**config.mk**
```make
export PLATFORM = sky130hd
export DESIGN_NAME = htc_div
export DESIGN_NICKNAME = d
export VERILOG_FILES = /design/src/htc_pkg.sv /design/src/htc_div.sv
export SDC_FILE = /design/constraint.sdc
export NUM_CORES = 2
export LEC_CHECK = 0
export BUFFER_PORTS_ARGS = -buffer_cell sky130_fd_sc_hd__buf_4
export CORE_ASPECT_RATIO = 1.2
export CORE_MARGIN = 5
export CORE_UTILIZATION = 40
export DETAILED_ROUTE_END_ITERATION = 6
export PLACE_DENSITY = 0.56
export SLEW_MARGIN = 20
export SYNTH_ARGS = -nofsm -noshare
export SYNTH_HDL_FRONTEND = slang
export SYNTH_SLANG_ARGS = --single-unit
```
**constraint.sdc**
```tcl
create_clock -name clk -period 6.1 [get_ports clk]
set_clock_uncertainty 0.15 [all_clocks]
set_input_delay 0.305 -clock clk [delete_from_list [all_inputs] [get_ports clk]]
set_output_delay 0.305 -clock clk [all_outputs]
set_load 0.02 [all_outputs]
```
**src/htc_pkg.sv**
```systemverilog
// Shared types, constants and helper functions of the height-to-colour ramp unit.
`default_nettype none
package htc_pkg;

  localparam int GRID_BITS_DEF = 8;

  localparam int BW  = 26;
  localparam int DW  = 22;
  localparam int D2W = DW + 1;
  localparam int XW  = 31;
  localparam int QW  = 8;
  localparam int NCH = 3;

  localparam logic [1:0] MODE_CLASSIC = 2'd0;
  localparam logic [1:0] MODE_HMAP    = 2'd1;
  localparam logic [1:0] MODE_GREY    = 2'd2;
  localparam logic [1:0] MODE_VOLCANO = 2'd3;

  localparam logic REG_SHADE_MODE  = 1'b0;
  localparam logic REG_PEAK_HEIGHT = 1'b1;

  localparam logic FUNC_STORE  = 1'b0;
  localparam logic FUNC_COLOUR = 1'b1;

  localparam logic [1:0] SHADE_MODE_RST  = MODE_CLASSIC;
  localparam logic [6:0] PEAK_HEIGHT_RST = 7'd30;

  typedef struct packed {
    logic [3:0] a;
    logic [3:0] b;
  } coef_t;

  typedef struct packed {
    logic [NCH-1:0][XW-1:0] x;
    logic [D2W-1:0]         d2;
  } div_in_t;

  function automatic logic signed [BW-1:0] brk(input logic [6:0] h, input int k);
    int p;
    begin
      p = int'(h) * k * 256;
      return BW'(p);
    end
  endfunction

  function automatic coef_t cf(input int a, input int b);
    coef_t c;
    begin
      c.a = 4'(a);
      c.b = 4'(b);
      return c;
    end
  endfunction

endpackage
`default_nettype wire

```
**src/htc_div.sv**
```systemverilog
// Pipelined restoring divider, one quotient bit per stage, three colour lanes.
`default_nettype none
module htc_div
  import htc_pkg::*;
(
  input  wire logic    clk,
  input  wire logic    rst,
  input  wire logic    en,
  input  wire logic    in_valid,
  input  wire div_in_t in_data,
  output logic         out_valid,
  output logic [NCH-1:0][QW-1:0] quot
);

  logic [QW-1:0]                  vld;
  logic [NCH-1:0][XW-1:0]         rem   [QW];
  logic [NCH-1:0][QW-1:0]         q     [QW];
  logic [D2W-1:0]                 d2    [QW];
  logic [NCH-1:0][XW-1:0]         rem_n [QW];
  logic [NCH-1:0][QW-1:0]         q_n   [QW];
  logic [NCH-1:0][XW-1:0]         pr;
  logic [NCH-1:0][QW-1:0]         pq;
  logic [D2W-1:0]                 pd;
  logic [XW-1:0]                  sh;

  always_comb begin
    for (int k = 0; k < QW; k++) begin
      if (k == 0) begin
        pr = in_data.x;
        pq = '0;
        pd = in_data.d2;
      end else begin
        pr = rem[k-1];
        pq = q[k-1];
        pd = d2[k-1];
      end
      sh = XW'(pd) << (QW - 1 - k);
      for (int i = 0; i < NCH; i++) begin
        rem_n[k][i] = pr[i];
        q_n[k][i]   = pq[i];
        if (pr[i] >= sh) begin
          rem_n[k][i]            = pr[i] - sh;
          q_n[k][i][QW - 1 - k]  = 1'b1;
        end
      end
    end
  end

  always_ff @(posedge clk) begin
    if (rst) begin
      vld <= '0;
    end else if (en) begin
      vld <= {vld[QW-2:0], in_valid};
    end
  end

  always_ff @(posedge clk) begin
    if (en) begin
      for (int k = 0; k < QW; k++) begin
        rem[k] <= rem_n[k];
        q[k]   <= q_n[k];
        d2[k]  <= (k == 0) ? in_data.d2 : d2[(k == 0) ? 0 : k-1];
      end
    end
  end

  assign out_valid = vld[QW-1];
  assign quot      = q[QW-1];

endmodule
`default_nettype wire

```
Word level (Yosys, flattened, before mapping)

Memory sizes are Yosys's and may differ from the RTL's.
Index checks and enable logic that the tools add are counted.

Add/subtract/negate cells: 24
Mux-type cells: 50
Magnitude comparators: 24

Operators by type and width:

| cell                                         | number |
|---|---|
| 2-to-1 mux 31 bit                            | 24 |
| greater-or-equal comparator 31 x 23 -> 1 bit | 3 |
| greater-or-equal comparator 31 x 24 -> 1 bit | 3 |
| greater-or-equal comparator 31 x 25 -> 1 bit | 3 |
| greater-or-equal comparator 31 x 26 -> 1 bit | 3 |
| greater-or-equal comparator 31 x 27 -> 1 bit | 3 |
| greater-or-equal comparator 31 x 28 -> 1 bit | 3 |
| greater-or-equal comparator 31 x 29 -> 1 bit | 3 |
| greater-or-equal comparator 31 x 30 -> 1 bit | 3 |
| subtractor 31 x 23 -> 31 bit                 | 3 |
| subtractor 31 x 24 -> 31 bit                 | 3 |
| subtractor 31 x 25 -> 31 bit                 | 3 |
| subtractor 31 x 26 -> 31 bit                 | 3 |
| subtractor 31 x 27 -> 31 bit                 | 3 |
| subtractor 31 x 28 -> 31 bit                 | 3 |
| subtractor 31 x 29 -> 31 bit                 | 3 |
| subtractor 31 x 30 -> 31 bit                 | 3 |
| 2-to-1 mux 1 bit                             | 26 |

Memories: 3
Bits of input ports: 120
Output and inout bits: 25
Bits in writable memories: 1,120
Register bits: 8
Word-level logic and storage cells: 102

Memory list:

| memory | words | bits a word | read ports | clocked after Yosys merged registers in | write ports | RTL line      | source |
|---|---|---|---|---|---|---|---|
| rem    | 8     | 93          | 7          | 0                                       | 8           | htc_div.sv:16 | `logic [NCH-1:0][XW-1:0] rem [QW];` |
| q      | 8     | 24          | 8          | 0                                       | 8           | htc_div.sv:17 | `logic [NCH-1:0][QW-1:0] q [QW];` |
| d2     | 8     | 23          | 7          | 0                                       | 8           | htc_div.sv:18 | `logic [D2W-1:0] d2 [QW];` |

Longest topological paths before layout

An unclocked memory read counts as a cell.

Depth in word-level cells: 3
Depth in mapped cells: 15
Gate-level depth less buffers: 13

Least setup slack after synthesis

OpenSTA, ideal clock, no wires.

Path kind: reg2reg
Start: mem rem[3][65] in the netlist's numbering
End: mem rem[4][66] in the netlist's numbering, data pin
Data required time: 5.690 ns
Setup time: 0.260 ns
Path buffers: 1
Period minus slack after synthesis: 3.581 ns
Cell stages (with the launch flop): 14
Path slack: 2.519 ns
Arrival: 3.171 ns
Path through: edfxtp_1 -> inv_1 -> ha_1 -> inv_1 -> fa_1 -> a211oi_1 -> o21ai_0 -> nand2_1 -> o21ai_1 -> a311oi_1 -> o21ai_1 -> a211oi_1 -> buf_2 -> mux2_2

RTL lines:

| what        | RTL line |
|---|---|
| from (decl) | htc_div.sv:16 |

==> metrics.md <==
| Metric | Value |
|---|---|
| RSZ-0062 raised after global routing | false |
| Most frequent cells in the layout | edfxtp_1, a21oi_1, ha_1 |
| Final Hold Fails | 0 |
| VDD IR max | approximately 250 uV |
| First-pass GRT wire length | about 290 mm |
| Crit path capture type | flop |
| Mapped Cells | 5875 |
| Routed vias/inst | 5.57 |
| Routability-driven placement congestion ratio | between 0.9 and 1 |
| Clk_lat worst skew | 0.76 ns |
| Pin count of the biggest net entering global routing | around 170 |
| Max-cap violation count | 0 |
| LEAKAGE | 27.2 nW |
| Switching power total | approximately 0.012 W |
| Synth Register Bits | approximately 930 |
| Layout Nets | 6812 |
| Routed Antenna Nets | 0 |
| Fin crit period | 4.70 ns |
| Die ar. | 0.160 mm2 |
| Status | finished clean |
| Arrival @ worst endpoint | a little over 5 ns |
| Critical path required time | 6.44 ns |
| R2R depth | 12 |
| Cell mode on critical path | o21ai_1 |
| Final wirelength | around 190 mm |
| Power share of the combinational group | 0.447 |
| CTS Buffer Depth | 3 |
| Synth warn | 0 |
| Hold Crit Depth | 2 |
| Delay-heaviest family, CP | compound AO/OA/AOI/OAI gates |
| Layout cells sized above 1 | 0.0846 |
| Cell variety after synth | between 90 and 100 |
| Vias | ~46000 |
| Starting DRT DRC Count | between 2000 and 2500 |
| Final Util | 0.456 |
| I/O Buffers | about 140 |
| Crit share post-route | 0.771 |
| Fin worst setup slack | between 1 and 1.5 ns |
| Total Power | approximately 0.032 W |
| Vias in the first global route | between 40000 and 50000 |
| Area growth from synthesis to layout | 13.1% |
| Die extent in x | about 370 um |
| Worst path cell trace | ha_1 -> inv_1 -> fa_1 -> a211oi_1 -> o21ai_0 -> nand2_1 -> o21ai_1 -> a311oi_1 -> o21ai_1 -> a211oi_4 -> buf_4 -> mux2_2 |
| Main flop type after synthesis | edfxtp_1 |
| Hold Worst Slack | between 0.1 and 0.15 ns |
| Number of fill cells | 14200 |
| Crit-path max FO | 39 |
| Initial antenna violation count | 1 |
| Slowest CP cell | a311oi_1 |
| Post-synthesis sequential area ratio | 0.456 |
| CP Launch Type | flop |
| CP Class | flop to flop |
| Sw Ratio | 0.393 |
| Pint | 0.0191 W |
| CTS Buf Count | between 100 and 150 |
| Clock Sinks | ~930 |
| Clk pin slew, worst setup/hold paths | 0.06 ns |
| Fmax | ~210 MHz |
| Slowest stage delay, CP | approximately 0.74 ns |
| Clk pwr share | 0.201 |
| Hold Path Class | input port to flop |
| Drt first pass iters | 5 |
| Hold_sp | in_data[4] |
| Placeable Area | ~0.15 mm2 |
| Die Y-Extent | 437 um |
| Most common cell after layout, fill and taps aside | edfxtp_1 |
| # setup viols final | 0 |
| Post-synth EDFFs | 920 |
| Crit path buffers/inverters | 2 |
| Setup TNS | 0 ns |
| Worst slack, placed | 1.47 ns |
| Cell row count | approximately 160 |
| Seq pwr share | 0.352 |
| Global route overflow | 0 |
| Reg2Reg Capture Point | rem[4][66] |
| Setup Buffers After CTS | 0 |
| Max_slew headroom | 0.263 |
| TritonCTS clock tree | built |
| Root buffer cell | clkbuf_16 |
| Syn Area/Cell | 10.4 um2 |
| Final Max Tran Viols | 0 |
| Initial Util | 0.403 |
| Hpwl dp | approximately 160 mm |
| Hold Path Sink | d2[0][4] |
| Average wire per standard cell | about 24 um |
| PD cells | around 460 mW/mm2 |
| H-tree Lvls | 3 |
| Tightest Pin Transition | 1.09 ns |
| IO Pins | 145 |
| Worst R2R Setup Slack | 1.40 ns |
| Synthesized Nets | approximately 6600 |
| Post-Syn Area | around 0.061 mm2 |
| Post-synth ARST share | 0 |
| DRC | 0 |
| Total track usage | 0.238 |
| FF-to-FF Start | d2[3][0] |
per-stage QoR:
| step | area [um2] | cells |
|---|---|---|
| detailed placement | 64200 | 7864 |
| floorplan | 60900 | 5875 |
| global placement | 64200 | 7864 |
| CTS | 68800 | 8179 |
| global route | 68900 | 8181 |
| finish | 68900 | 8183 |
power groups by stage:
stage | Clock [W] | Sequential, W | Combinational, W
after CTS | 0.00651 | 0.0111 | 0.0140
after global placement | 0 | 0.0112 | 0.0138
after detailed placement | 0 | 0.0112 | 0.0139
after global routing | 0.00677 | 0.0112 | 0.0155
after floorplan | 0 | 0.0104 | 0.0102
final | 0.00634 | 0.0111 | 0.0141
worst max path at each step:
stage / from / end / cells past startpoint
after floorplan: rem[3][65] / rem[4][66] / 13
after global placement: d2[2][1] / rem[3][36] / 11
after detailed placement: d2[3][0] / rem[4][35] / 12
after CTS: d2[3][0] / rem[4][35] / 12
after global routing: d2[3][0] / rem[4][66] / 12
final: d2[3][0] / rem[4][66] / 12
synth_stat cells, types with 39 or more instances:
library cell | instances | area share
xor2_1 | 209 | 0.030
o21a_1 | 79 | 0.0097
a211oi_1 | 51 | 0.0063
xnor2_1 | 247 | 0.036
nand3_1 | 108 | 0.0089
or3_1 | 39 | 0.0040
nand2b_1 | 63 | 0.0065
nor2b_1 | 73 | 0.0075
edfxtp_1 | 920 | 0.45
nor2_1 | 489 | 0.030
a31oi_1 | 55 | 0.0057
nand2_1 | 390 | 0.024
inv_1 | 333 | 0.021
nor3_1 | 97 | 0.0080
o21ai_0 | 390 | 0.032
nand4_1 | 96 | 0.0099
clkbuf_1 | 104 | 0.0064
nor4_1 | 46 | 0.0047
a21o_1 | 220 | 0.027
ha_1 | 552 | 0.11
mux2_2 | 104 | 0.019
o21bai_1 | 61 | 0.0075
and3_1 | 50 | 0.0051
a21oi_1 | 585 | 0.048
kinds of logic after synthesis:
logic type	after synthesis	synth area share
muxes	126	0.0234
and+or+nand+nor	1564	0.124
adders and majority gates	573	0.120
AOI/OAI and AO/OA	1723	0.177
buffers and inverters	505	0.0335
xor gates and xnor gates	456	0.0656
DFF	928	0.456
sequential cells by signal, summed over array words and instances, names as in the netlist:
name	count
rem	651
q	108
vld	8
d2	161
cell type report:
class | instances | area (um2) | share of cell area
clock inverters | 75 | 816 | 0.0118
inverters | 336 | 1260 | 0.0183
well taps | 1975 | 2470 | 0.0359
multi-input cells | 4442 | 31200 | 0.453
diodes | 3 | 7.51 | 0.000109
flip-flops and latches | 928 | 27800 | 0.404
repair buffers | 309 | 2720 | 0.0395
clock buffers | 115 | 2600 | 0.0378
timing repair:
item / 4_1_cts / 5_1_grt
hold buffers: 125 / 0
endpoints found under the hold margin: 197 / 0
resized for setup: 0 / 0
per-layer routing:
| metal | global-route usage | wire length [um] | vias to the layer above |
|---|---|---|---|
| li1 | - | - | 22500 |
| met2 | 0.440 | 99300 | 1021 |
| met5 | 0 | 0 | - |
| met1 | 0.249 | 72400 | 21600 |
| met3 | 0.0209 | 5480 | 437 |
| met4 | 0.181 | 17500 | 0 |
(Power assumes the default switching activity.)
