`config.mk`:
```
export PLATFORM = sky130hd
export DESIGN_NAME = htc_front
export DESIGN_NICKNAME = d
export VERILOG_FILES = /design/src/htc_pkg.sv /design/src/htc_front.sv
export SDC_FILE = /design/constraint.sdc
export NUM_CORES = 2
export LEC_CHECK = 0
export BUFFER_PORTS_ARGS = -buffer_cell sky130_fd_sc_hd__buf_2
export CAP_MARGIN = 10
export CELL_PAD_IN_SITES_DETAIL_PLACEMENT = 0
export CELL_PAD_IN_SITES_GLOBAL_PLACEMENT = 1
export CORE_UTILIZATION = 45
export DETAILED_ROUTE_END_ITERATION = 10
export GPL_TIMING_DRIVEN = 0
export HOLD_SLACK_MARGIN = 0.05
export PLACE_DENSITY = 0.85
export SLEW_MARGIN = 0
export SYNTH_ARGS = -nofsm -noshare
export SYNTH_HDL_FRONTEND = slang
export SYNTH_SLANG_ARGS = --single-unit
```
`constraint.sdc`:
```
create_clock -name clk -period 12.3 [get_ports clk]
set_input_delay 3.69 -clock clk [delete_from_list [all_inputs] [get_ports clk]]
set_output_delay 3.69 -clock clk [all_outputs]
set_load 0.005 [all_outputs]
```
`src/htc_pkg.sv`:
```
// Shared types, constants and helper functions of the height-to-colour ramp unit.
`default_nettype none
package htc_pkg;

  localparam int GRID_BITS_DEF = 8;

  localparam int BW  = 26;
  localparam int DW  = 22;
  localparam int D2W = DW + 1;
  localparam int XW  = 31;
  localparam int QW  = 8;
  localparam int NCH = 3;

  localparam logic [1:0] MODE_CLASSIC = 2'd0;
  localparam logic [1:0] MODE_HMAP    = 2'd1;
  localparam logic [1:0] MODE_GREY    = 2'd2;
  localparam logic [1:0] MODE_VOLCANO = 2'd3;

  localparam logic REG_SHADE_MODE  = 1'b0;
  localparam logic REG_PEAK_HEIGHT = 1'b1;

  localparam logic FUNC_STORE  = 1'b0;
  localparam logic FUNC_COLOUR = 1'b1;

  localparam logic [1:0] SHADE_MODE_RST  = MODE_CLASSIC;
  localparam logic [6:0] PEAK_HEIGHT_RST = 7'd30;

  typedef struct packed {
    logic [3:0] a;
    logic [3:0] b;
  } coef_t;

  typedef struct packed {
    logic [NCH-1:0][XW-1:0] x;
    logic [D2W-1:0]         d2;
  } div_in_t;

  function automatic logic signed [BW-1:0] brk(input logic [6:0] h, input int k);
    int p;
    begin
      p = int'(h) * k * 256;
      return BW'(p);
    end
  endfunction

  function automatic coef_t cf(input int a, input int b);
    coef_t c;
    begin
      c.a = 4'(a);
      c.b = 4'(b);
      return c;
    end
  endfunction

endpackage
`default_nettype wire

```
`src/htc_front.sv`:
```
// Segment selection, ramp factor clamping and dividend formation.
`default_nettype none
module htc_front
  import htc_pkg::*;
(
  input  wire logic        clk,
  input  wire logic        rst,
  input  wire logic        en,
  input  wire logic        in_valid,
  input  wire logic [15:0] height_y,
  input  wire logic [1:0]  shade_mode,
  input  wire logic [6:0]  peak_height,
  input  wire logic        biome_rd,
  output logic             out_valid,
  output div_in_t          out_data
);

  logic                    v0, v1, v2;
  logic signed [15:0]      y0;
  logic signed [BW-1:0]    ys, lo, hi, nn, dd;
  logic                    flat;
  coef_t                   c [NCH];
  logic [DW-1:0]           n_next, d_next, n1, d1;
  coef_t                   c1 [NCH];
  div_in_t                 x_next;
  logic [9:0]              ka;
  logic signed [4:0]       diff;
  logic signed [9:0]       kb;
  logic signed [33:0]      xs;

  always_ff @(posedge clk) begin
    if (rst) begin
      v0 <= 1'b0;
      v1 <= 1'b0;
      v2 <= 1'b0;
    end else if (en) begin
      v0 <= in_valid;
      v1 <= v0;
      v2 <= v1;
    end
  end

  always_comb begin
    ys   = BW'($signed(y0)) * BW'(60);
    flat = 1'b0;
    lo   = '0;
    hi   = '0;
    for (int i = 0; i < NCH; i++) begin
      c[i] = cf(0, 0);
    end
    unique case (shade_mode)
      MODE_CLASSIC: begin
        if (ys < 0) begin
          flat = 1'b1;
          c[1] = cf(2, 2);
        end else if (ys < brk(peak_height, 20)) begin
          hi   = brk(peak_height, 6);
          c[0] = cf(0, 1);
          c[1] = cf(2, 7);
        end else begin
          hi   = brk(peak_height, 30);
          c[0] = cf(1, 10);
          c[1] = cf(7, 10);
          c[2] = cf(0, 10);
        end
      end
      MODE_HMAP: begin
        if (ys < 0) begin
          lo   = brk(peak_height, -30);
          c[0] = cf(0, 5);
          c[2] = cf(10, 5);
        end else begin
          hi   = brk(peak_height, 30);
          c[0] = cf(5, 10);
          c[2] = cf(10, 5);
        end
      end
      MODE_GREY: begin
        flat = 1'b1;
        c[0] = cf(5, 5);
        c[1] = cf(5, 5);
        c[2] = cf(5, 5);
      end
      default: begin
        if (ys < 0) begin
          flat = 1'b1;
          c[1] = cf(2, 2);
        end else if (ys < brk(peak_height, 30)) begin
          hi   = brk(peak_height, 6);
          c[0] = cf(0, 1);
          c[1] = cf(2, 7);
        end else if (biome_rd) begin
          if (ys < brk(peak_height, 90)) begin
            lo   = brk(peak_height, 30);
            hi   = brk(peak_height, 60);
            c[0] = cf(1, 3);
            c[1] = cf(7, 3);
            c[2] = cf(0, 3);
          end else begin
            lo   = brk(peak_height, 42);
            hi   = brk(peak_height, 120);
            c[0] = cf(3, 10);
            c[1] = cf(3, 0);
            c[2] = cf(3, 0);
          end
        end else begin
          lo   = brk(peak_height, 30);
          hi   = brk(peak_height, 60);
          c[0] = cf(1, 5);
          c[1] = cf(7, 5);
          c[2] = cf(0, 5);
        end
      end
    endcase

    nn = ys - lo;
    dd = hi - lo;
    if (flat) begin
      d_next = DW'(1);
      n_next = '0;
    end else if (dd <= 0) begin
      d_next = DW'(1);
      n_next = (nn > 0) ? DW'(1) : '0;
    end else if (nn < 0) begin
      d_next = dd[DW-1:0];
      n_next = '0;
    end else if (nn > dd) begin
      d_next = dd[DW-1:0];
      n_next = dd[DW-1:0];
    end else begin
      d_next = dd[DW-1:0];
      n_next = nn[DW-1:0];
    end
  end

  always_comb begin
    x_next.d2 = {d1, 1'b0};
    for (int i = 0; i < NCH; i++) begin
      ka   = 10'(c1[i].a) * 10'd51 + 10'd1;
      diff = $signed({1'b0, c1[i].b}) - $signed({1'b0, c1[i].a});
      kb   = 10'(diff) * 10'sd51;
      xs   = $signed({12'b0, d1}) * $signed({24'b0, ka})
           + $signed({12'b0, n1}) * 34'(kb);
      x_next.x[i] = xs[XW-1:0];
    end
  end

  always_ff @(posedge clk) begin
    if (en) begin
      if (in_valid) begin
        y0 <= $signed(height_y);
      end
      n1 <= n_next;
      d1 <= d_next;
      for (int i = 0; i < NCH; i++) begin
        c1[i] <= c[i];
      end
      out_data <= x_next;
    end
  end

  assign out_valid = v2;

endmodule
`default_nettype wire

```
## Word-level counts from Yosys, hierarchy flattened

Memories as Yosys holds them, arrays and structs flattened.
Cells that the tools add are included.

- Bits in writable memories: 24
- Bits of input ports: 30
- Output and inout port bits: 117
- Logic and storage cells: 95
- Memories: 1
- Bits in registers: 178

Memories:

| memory | depth | width | read ports | clocked after memory_dff | write ports | line | source |
|---|---|---|---|---|---|---|---|
| c1 | 3 | 8 | 3 | 0 | 3 | htc_front.sv:24 | `coef_t c1 [NCH];` |

- Equal/unequal tests: 2
- Magnitude comparators: 8
- Reduce and logical (&&, ||, !) cells: 4
- Muxes and demuxes: 38
- Add/subtract/negate cells: 11
- Multipliers: 21

Operators by type and width:

| operator | count |
|---|---|
| $mux 26 | 7 |
| $mux 22 | 5 |
| $add 31x31->31 | 3 |
| $mul 22x10->31 | 3 |
| $mul 23x10->31 | 3 |
| $pmux 26 s3 | 1 |
| $pmux 8 s3 | 3 |
| $mux 20 | 3 |
| $mux 8 | 7 |
| $pmux 26 s2 | 1 |
| $lt 23x21->1 | 2 |
| $mul 7x4->11 const B | 3 |
| $add 10x1->10 const B | 3 |
| $mul 4x6->10 const B | 3 |
| $mul 5x7->10 const B | 3 |
| $gt 26x1->1 const B | 1 |
| $gt 26x26->1 | 1 |
| $le 26x1->1 const B | 1 |
| $lt 26x1->1 const B | 1 |
| $sub 23x26->26 | 1 |
| $sub 26x26->26 | 1 |
| $mux 24 | 1 |
| $lt 23x1->1 const B | 1 |
| $lt 23x23->1 | 1 |
| other kinds (19) | 25 |

## Depth between registers and ports, before layout

- Word-level depth: 12
- Mapped depth: 52
- Depth with buffers taken out: 49

## Least setup slack after synthesis

OpenSTA, ideal clock, no wires.

- Path kind: input -> register
- Start: input peak_height[0]
- End: register n1[14], data pin
- Path slack: -711 ps
- Data required time: 12046 ps
- Stages on the path: 45
- Buffers on the path: 2
- Data arrival time: 12757 ps
- Setup time: 254 ps
- Cell sequence: fa_1 inv_1 fa_1 inv_1 ha_1 a21o_1 a21oi_1 xnor2_1 inv_1 ha_1 a21oi_1 o21ai_0 a21oi_1 o21ai_0 a221o_1 a211o_1 ha_1 clkbuf_1 (+9 left out) nor2b_1 o21ai_0 a21oi_1 o211a_1 a31o_2 a31o_2 ha_1 a21o_1 a21o_1 a21o_1 a21o_1 a21o_1 a211oi_1 mux2i_1 o21ai_1 clkbuf_1 mux2i_1 nor2_1

- Longest elaborated chain between the ends: 12
- Elaborated cells between the ends (all ways): 33
- Those cells by class: add/sub: 2; mul: 8; order compare: 6; mux: 17

RTL lines:

| element | line | source |
|---|---|---|
| from (decl) | htc_front.sv:12 | `input wire logic [6:0] peak_height,` |
| $mul 7x6->13 | htc_pkg.sv:41 | `p = int'(h) * k * 256;` |
| $lt 23x23->1 | htc_front.sv:93 | `if (ys < brk(peak_height, 90)) begin` |
| $mux 22 / $mux 21 (equally long branches) | htc_front.sv:93 |  |
| $mux 26 | htc_front.sv:92 | `end else if (biome_rd) begin` |
| $mux 26 | htc_front.sv:88 | `end else if (ys < brk(peak_height, 30)) begin` |
| $mux 26 | htc_front.sv:85 | `if (ys < 0) begin` |
| $pmux 26 s3 / $pmux 26 s2 (equally long branches) | htc_front.sv:51 | `unique case (shade_mode)` |
| $sub 26x26->26 / $sub 23x26->26 (equally long branches) | htc_front.sv:117, htc_front.sv:116 |  |
| $gt 26x26->1 | htc_front.sv:127 | `end else if (nn > dd) begin` |
| $mux 22 | htc_front.sv:127 |  |
| $mux 22 | htc_front.sv:124 | `end else if (nn < 0) begin` |
| $mux 22 * | htc_front.sv:121 | `end else if (dd <= 0) begin` |
| to (signal assigned) | htc_front.sv:153 | `n1 <= n_next;` |
| to (decl) | htc_front.sv:23 | `logic [DW-1:0] n_next, d_next, n1, d1;` |

Mark *: on every way between the ends. The rest lies on a longest branch, timed or not.
A chain may end at the register's enable or synchronous reset.

## Worst setup path after layout

- Start: input peak_height[0]
- End: register n1[19], data pin

Same word-level chain as after synthesis.

==> flow_summary.toml <==
[cts]
insertion_delay_ps = 540
numCtsBuffers = 17
cts_max_level = 4
cts_tree = "done"
clk_transition_reported_paths_ps = 80
cts_root_buf = "clkbuf_16"
clk_path_buf_depth = 2
clock-sinks = 182

[worst_setup_path]
crit_type = "in -> reg"
arrival_ps = 12690
crit_path_end_kind = "flip-flop"
slowest_stage = "fa_1"
crit_path_start_kind = "input port"
max_stage_delay_ps = 570
cp_max_fo = 8
required_ps = 12590

[status]
violations = "negative setup slack"
status = "finished with violations"

[yosys]
synth_seq_cells = 182
yosysMostFrequentCell = "inv_1"
yosys-top-cells-area = "fa_1 37%, ha_1 17%, edfxtp_1 11%"
synthArstFlopShare = 0
synth_edf_count = 179
yosysWarnings = 0
syn_inst = 5283
yosysSeqAreaShare = 0.108
synth.avg_cell_area_um2 = 9.53
netlist_area_um2 = 50300
ys.flop_type = "edfxtp_1"
yosysUniqueCellTypes = 71
synth_common_cells = "1052 x inv_1, 926 x fa_1, 687 x ha_1, 520 x nand2_1, 291 x and2_1"
yosys.area.top_type = "fa_1"
post-synth-top-area-fraction = 0.368

[placement]
dp.final_hpwl_mm = 123
io_buffers = 137
place_congestion = 0.972
post_dp_cell_area_um2 = 53100

[timing]
min_period_over_period = 1.01
rsz0062_at_grt = "yes"
finalCriticalPeriod_ps = 12400
max_freq_mhz = 80.6
hold_violations = 0
worst_pin_slew_ps = 1430
worst_slack_ps = -102
setup_violations = 18
drv_slew = 0
fin_skew_ps = 17.9
max_slew_margin = 0.0479

[die]
die_y_um = 336
die_x_um = 336
initial_core_util = 0.454
fp-row-count = 122
io_pins = 147
die_area_um2 = 113000
core_area_um2 = 111000

[cells_and_area]
area_growth_pct = 9.18
final_core_utilization = 0.496
final_area_um2 = 54900
final_nets = 7172
drive_gt1_frac = 0.0738

[flow_run]
maxCapViolations = 0

[detailed_routing]
drc = 0
drt_iter0_drc = 2945
vias_per_cell = 5.34
wl_mm = 150
firstDrtPassIters = 6
wl_per_cell_um = 21.3
drtAntennaViolNets = 0
via_count = 37547

[global_routing]
grt_max_degree = 97
grt_usage = 0.274
grt_pass1_vias = 39281
antenna_found_initial = 9
grt_overflow = 0
grt_pass1_wl_mm = 229

[hold_path]
hp-class = "reg -> reg"
final timing paths:
| kind | slack (ps) | startpoint | cells after the start | end |
|---|---|---|---|---|
| setup reg to reg | 650 | c1[0][20] | 33 | out_data[114] |
| setup / recovery | -100 | peak_height[0] | 47 | n1[19] |
| hold / removal | 500 | v0 | 2 | v0 |
| hold reg to reg | 500 | v0 | 2 | v0 |
flip-flops by register name, summed over array words and instances, names as in the netlist:
signal	flops
d1	14
out_valid	1
c1	21
n1	21
out_data	107
y0	16
v1	1
v0	1
area by class of cell:
cell class / count / area [um2]
antenna: 7 / 17.5
buffer: 217 / 893
clock buffer: 17 / 425
clock inverter: 15 / 146
fill: 10422 / 55900
inverter: 1054 / 3980
multi-input combinational: 3837 / 40800
sequential: 182 / 5440
tap: 1488 / 1860
timing repair buffer: 220 / 1430
critical path: cells and delay by family:
family | cells | cell delay [ps]
buf+inv | 8 | 800
simple gates | 8 | 1250
mux | 2 | 500
compound gates | 20 | 3660
fa+ha+maj | 7 | 2460
xor+xnor | 2 | 310
timing repair:
action,in CTS,in global routing
hold buffers,0,0
cloned,2,1
endpoints found under the setup margin,38,34
buffers inserted,48,33
resized for setup,81,74
pin swaps,37,52
through the flow:
| stage | instances | hold WS, ps | setup WS (ps) | setup TNS, ps |
|---|---|---|---|---|
| 2_1_floorplan | 5291 | 460 | 5.33 | 0 |
| 3_3_place_gp | 6916 | 473 | -1910 | -48920 |
| 3_5_place_dp | 6918 | 490 | -2010 | -51610 |
| 4_1_cts | 7000 | 509 | 13.8 | 0 |
| 5_1_grt | 7034 | 528 | -359 | -6020 |
| 6_report | 7037 | 500 | -102 | -844 |
layer usage:
metal / routed length (um) / vias up / track usage
li1: - / 16875 / -
met5: 53 / - / 0
met4: 8630 / 8 / 0.140
met3: 11200 / 331 / 0.0489
met1: 59700 / 18942 / 0.346
met2: 70200 / 1391 / 0.449
cells by family after synthesis:
group / after synthesis / share of synthesized area
simple gates: 1472 / 0.150
buf+inv: 1273 / 0.0958
compound gates: 505 / 0.0648
xor+xnor: 221 / 0.0388
fa+ha+maj: 1614 / 0.539
flops: 182 / 0.108
other cells: 1 / 0.0000745
mux: 15 / 0.00303
layout by cell type (no fill, tap or decap), types with 15 or more instances in the layout:
master | netlist | routed
ha_1 | 687 | 672
a21oi_2 | 0 | 15
buf_4 | 11 | 85
nand2_1 | 520 | 516
a21oi_1 | 159 | 144
edfxtp_1 | 179 | 179
a21o_1 | 82 | 82
and2_1 | 291 | 291
nor3_1 | 30 | 30
clkbuf_1 | 205 | 198
o21a_1 | 20 | 20
xor2_1 | 64 | 55
nand4_1 | 21 | 21
or3_1 | 17 | 17
o21ai_0 | 77 | 66
clkbuf_16 | 0 | 17
nand2b_1 | 133 | 133
nor2b_1 | 245 | 245
nand3_1 | 31 | 30
or2_2 | 21 | 15
o21bai_1 | 22 | 20
buf_2 | 3 | 134
a31oi_1 | 16 | 15
fa_1 | 926 | 924
nor2_1 | 131 | 125
xnor2_1 | 156 | 150
inv_1 | 1052 | 1046
a211oi_1 | 27 | 19
Power is left out: the tool's default activity adds up to more than one toggle a clock period on the data nets, which glitch-free logic cannot reach.
